[src/imuspf_ram.sv]
`timescale 1ns / 1ps
`default_nettype none
// ----------------------------------------------------------------------------
// IMU sample pairing FIFO ring memory
// One write port and one registered read port; a write to the address being
// read in the same cycle is returned on the read side.
// ----------------------------------------------------------------------------
module imuspf_ram #(
  parameter int WIDTH = 64,
  parameter int DEPTH = 64
) (
  input  wire logic                     clk,
  input  wire logic                     we,
  input  wire logic [$clog2(DEPTH)-1:0] wa,
  input  wire logic [WIDTH-1:0]         wd,
  input  wire logic [$clog2(DEPTH)-1:0] ra,
  output logic      [WIDTH-1:0]         rd
);

  logic [WIDTH-1:0] mem [DEPTH];
  logic [WIDTH-1:0] rd_q;
  logic [WIDTH-1:0] wd_q;
  logic             hit_q;

  always_ff @(posedge clk) begin
    if (we) begin
      mem[wa] <= wd;
    end
    rd_q  <= mem[ra];
    wd_q  <= wd;
    hit_q <= we && (wa == ra);
  end

  assign rd = hit_q ? wd_q : rd_q;

endmodule
`default_nettype wire

[config.mk]
export PLATFORM = sky130hd
export DESIGN_NAME = imuspf_ram
export DESIGN_NICKNAME = d
export VERILOG_FILES = /design/src/imuspf_ram.sv
export SDC_FILE = /design/constraint.sdc
export NUM_CORES = 2
export LEC_CHECK = 0
export BUFFER_PORTS_ARGS = -buffer_cell sky130_fd_sc_hd__buf_4
export CORE_MARGIN = 2
export CORE_UTILIZATION = 40
export DETAILED_ROUTE_END_ITERATION = 7
export RECOVER_POWER = 25
export SYNTH_ARGS = -nofsm -noshare
export SYNTH_HDL_FRONTEND = slang
export SYNTH_SLANG_ARGS = --single-unit
[constraint.sdc]
create_clock -name clk -period 17.3 [get_ports clk]
set_clock_uncertainty 0.1 [all_clocks]
set_input_delay 0.865 -clock clk [delete_from_list [all_inputs] [get_ports clk]]
set_output_delay 0.865 -clock clk [all_outputs]
set_load 0.02 [all_outputs]
==> flow_metrics.py <==
metrics = {
    "sta": {
        "min_period_ns": 5.42,
        "hold_violations": 0,
        "rsz0062_at_grt": "false",
        "slew_headroom_pct": -105,
        "final-setup-viol-count": 0,
        "tightest_slew_ns": 3.07,
        "slew_viol_final": 4225,
        "max_freq_mhz": 184,
        "period_share_pct": 31.3,
        "setup-tns-final_ns": 0,
    },
    "yosys": {
        "synth-seq-area-share_pct": 79.3,
        "synthCells": 6802,
        "synth_top_area_share_pct": 77.7,
        "ys.flop_type": "edfxtp_1",
        "synthMostInstantiatedCell": "edfxtp_1",
        "synth_largest_area_cell": "edfxtp_1",
        "yosysWarnings": 0,
        "avgSynthCellArea_um2": 23.3,
        "syn_nets": 6880,
        "netlist_top_cells_count": "4096 x edfxtp_1, 1024 x mux4_2, 256 x a22oi_1",
        "synth-seq-cells": 4225,
        "async_flop_share_pct": 0,
        "ys_types": 40,
        "yosys-top-cells-area": "edfxtp_1 78%, mux4_2 15%, dfxtp_1 1.6%",
        "synth-edff-count": 4096,
        "netlist_area_um2": 158000,
    },
    "clock_network": {
        "cts_root_buffer": "clkbuf_16",
        "htree_num_levels": 5,
        "cts_buffers": 414,
        "post_cts_resized": 0,
        "cts_hold_buf": 0,
        "clock_latency_ns": 1.00,
        "cts_tree": "built",
        "cts.sinks": 4225,
        "cts_setup_buffers": 0,
        "cts_buffer_depth": 4,
        "clkTransAtPathRegs_ns": 0.07,
    },
    "critical_path": {
        "crit_type": "in -> reg",
        "endpoint_kind": "register",
        "crit_top_cell": "buf_4",
        "r2r_start": "mem[43][2]",
        "worst_setup_path_start_kind": "input port",
        "cp_max_fo": 97,
        "arrival_ns": 6.17,
        "critical_path.max_stage_delay_ns": 0.81,
        "startpoint": "ra[0]",
        "cp_data_required_time_ns": 18.05,
        "crit_chain": "buf_16, buf_4, buf_4, buf_4, buf_4, mux4_2, mux2i_1, o22ai_1, a31oi_1, nor2_1",
        "crit_slowest_cell": "buf_4",
    },
    "grt": {
        "grt_pass1_vias": 76900,
        "grt-ovfl-total": 0,
        "grt.busiest_layer": "met2",
        "grt_util_met2_pct": 37.0,
        "antenna_found_initial": 40,
        "grt_max_degree": 107,
        "grt_pass1_wl_mm": 632,
        "grtUsageTotal_pct": 22.7,
        "met1_usage_pct": 31.1,
        "grt_util_met3_pct": 3.54,
    },
    "detailed_routing": {
        "drt_wl_total_mm": 459,
        "wl_per_cell_um": 35.8,
        "vias": 77500,
        "drtPass1Iterations": 5,
        "vias_per_cell": 6.04,
        "ant_nets": 0,
        "drc_errors": 0,
        "drt_iter0_markers": 10700,
    },
    "die": {
        "initial_utilization_pct": 40.1,
        "coreArea_um2": 395000,
        "ios": 142,
        "die_area_um2": 401000,
        "fp.dieW_um": 633,
        "row_count": 231,
        "die_h_um": 633,
    },
    "placed_design": {
        "dp_hpwl_mm": 243,
        "port_buffers": 141,
        "place_congestion": 0.787,
    },
    "min_path": {
        "hold_path_class": "in -> reg",
        "holdCritStartpoint": "we",
    },
    "layout": {
        "drive_gt1_share_pct": 27.4,
        "post-route-util_pct": 45.6,
        "final.fill_count": 32300,
        "syn2layout_area_growth_pct": 13.8,
        "final_nets": 7272,
    },
    "status": {
        "violations": "max-capacitance violations, max-slew violations",
        "outcome": "complete, but fails checks",
    },
    "pwr": {
        "p_per_area_nw_per_um2": 120,
        "p_leak_nw": 55.8,
        "ir_drop_mv": 0.0903,
    },
    "job": {
        "max-cap-violations": 64,
    },
}
sequential cells by signal (all words and copies together) (netlist names):
register  count
hit_q         1
rd_q         64
mem        4096
wd_q         64
placed cells by master (no fill, tap or decap), drive strengths merged, types with 67 or more instances in the layout:
cell type	n
o22ai	81
a22oi	256
mux2	67
buf	292
mux4	1024
dfxtp	129
clkinv	151
mux2i	147
nand3	133
nand2	110
nor2	116
clkbuf	623
edfxtp	4096
worst max-delay path, delay by kind of cell:
family | cells | cell delay (ns)
AOI/OAI and AO/OA | 2 | 0.33
buffers and inverters | 5 | 3.71
and+or+nand+nor | 1 | 0.06
muxes | 2 | 0.80
kinds of logic (layout without fill, tap and decap cells):
group | after synthesis | in the layout | share of synthesized area [%]
flops | 4225 | 4225 | 79.3
other cells | 0 | 27 | 0
xor+xnor | 6 | 6 | 0.0332
simple gates | 457 | 457 | 1.35
compound gates | 477 | 477 | 2.20
mux | 1238 | 1238 | 16.0
buf+inv | 399 | 1151 | 1.15
power breakdown:
| group | internal [mW] | switching [mW] |
|---|---|---|
| clock network | 5.33 | 3.89 |
| registers | 11.3 | 0.0345 |
| logic | 0.363 | 0.673 |
path summary, 6_finish.rpt:
kind,to,slack (ns),cells after the start
worst max-delay path,rd_q[28],11.88,10
worst max register to register,rd_q[2],15.10,4
worst min-delay path,hit_q,0.15,3
worst min register to register,rd_q[38],0.71,4
metrics by stage:
stage	instances	total power, mW	hold slack [ns]	area (um2)	setup WS, ns
after detailed placement	12000	12.6	0.703	166000	10.79
after CTS	12800	21.7	0.0720	180000	11.82
after global placement	12000	12.6	0.710	166000	10.77
final	12800	21.6	0.147	180000	11.88
after global routing	12800	22.2	0.145	180000	11.33
after floorplan	6802	12.1	0.669	158000	10.79
metal layers:
| metal | wire (um) | vias to the layer above | part of all wire (%) |
|---|---|---|---|
| li1 | - | 29900 | - |
| met1 | 178000 | 42800 | 39 |
| met4 | 16900 | 20 | 3.7 |
| met5 | 107 | - | 0.023 |
| met2 | 224000 | 4023 | 49 |
| met3 | 41000 | 743 | 8.9 |
area by class of cell:
| cell class | instances | area (um2) | area share (%) |
|---|---|---|---|
| antenna | 27 | 67.6 | 0.0375 |
| clock buffer | 559 | 11300 | 6.30 |
| timing repair buffer | 356 | 2520 | 1.40 |
| inverter | 19 | 71.3 | 0.0396 |
| clock inverter | 217 | 2630 | 1.46 |
| multi-input combinational | 2178 | 31500 | 17.5 |
| sequential | 4225 | 126000 | 69.7 |
| tap | 5242 | 6560 | 3.64 |
Power figures use the tool's default switching activity.
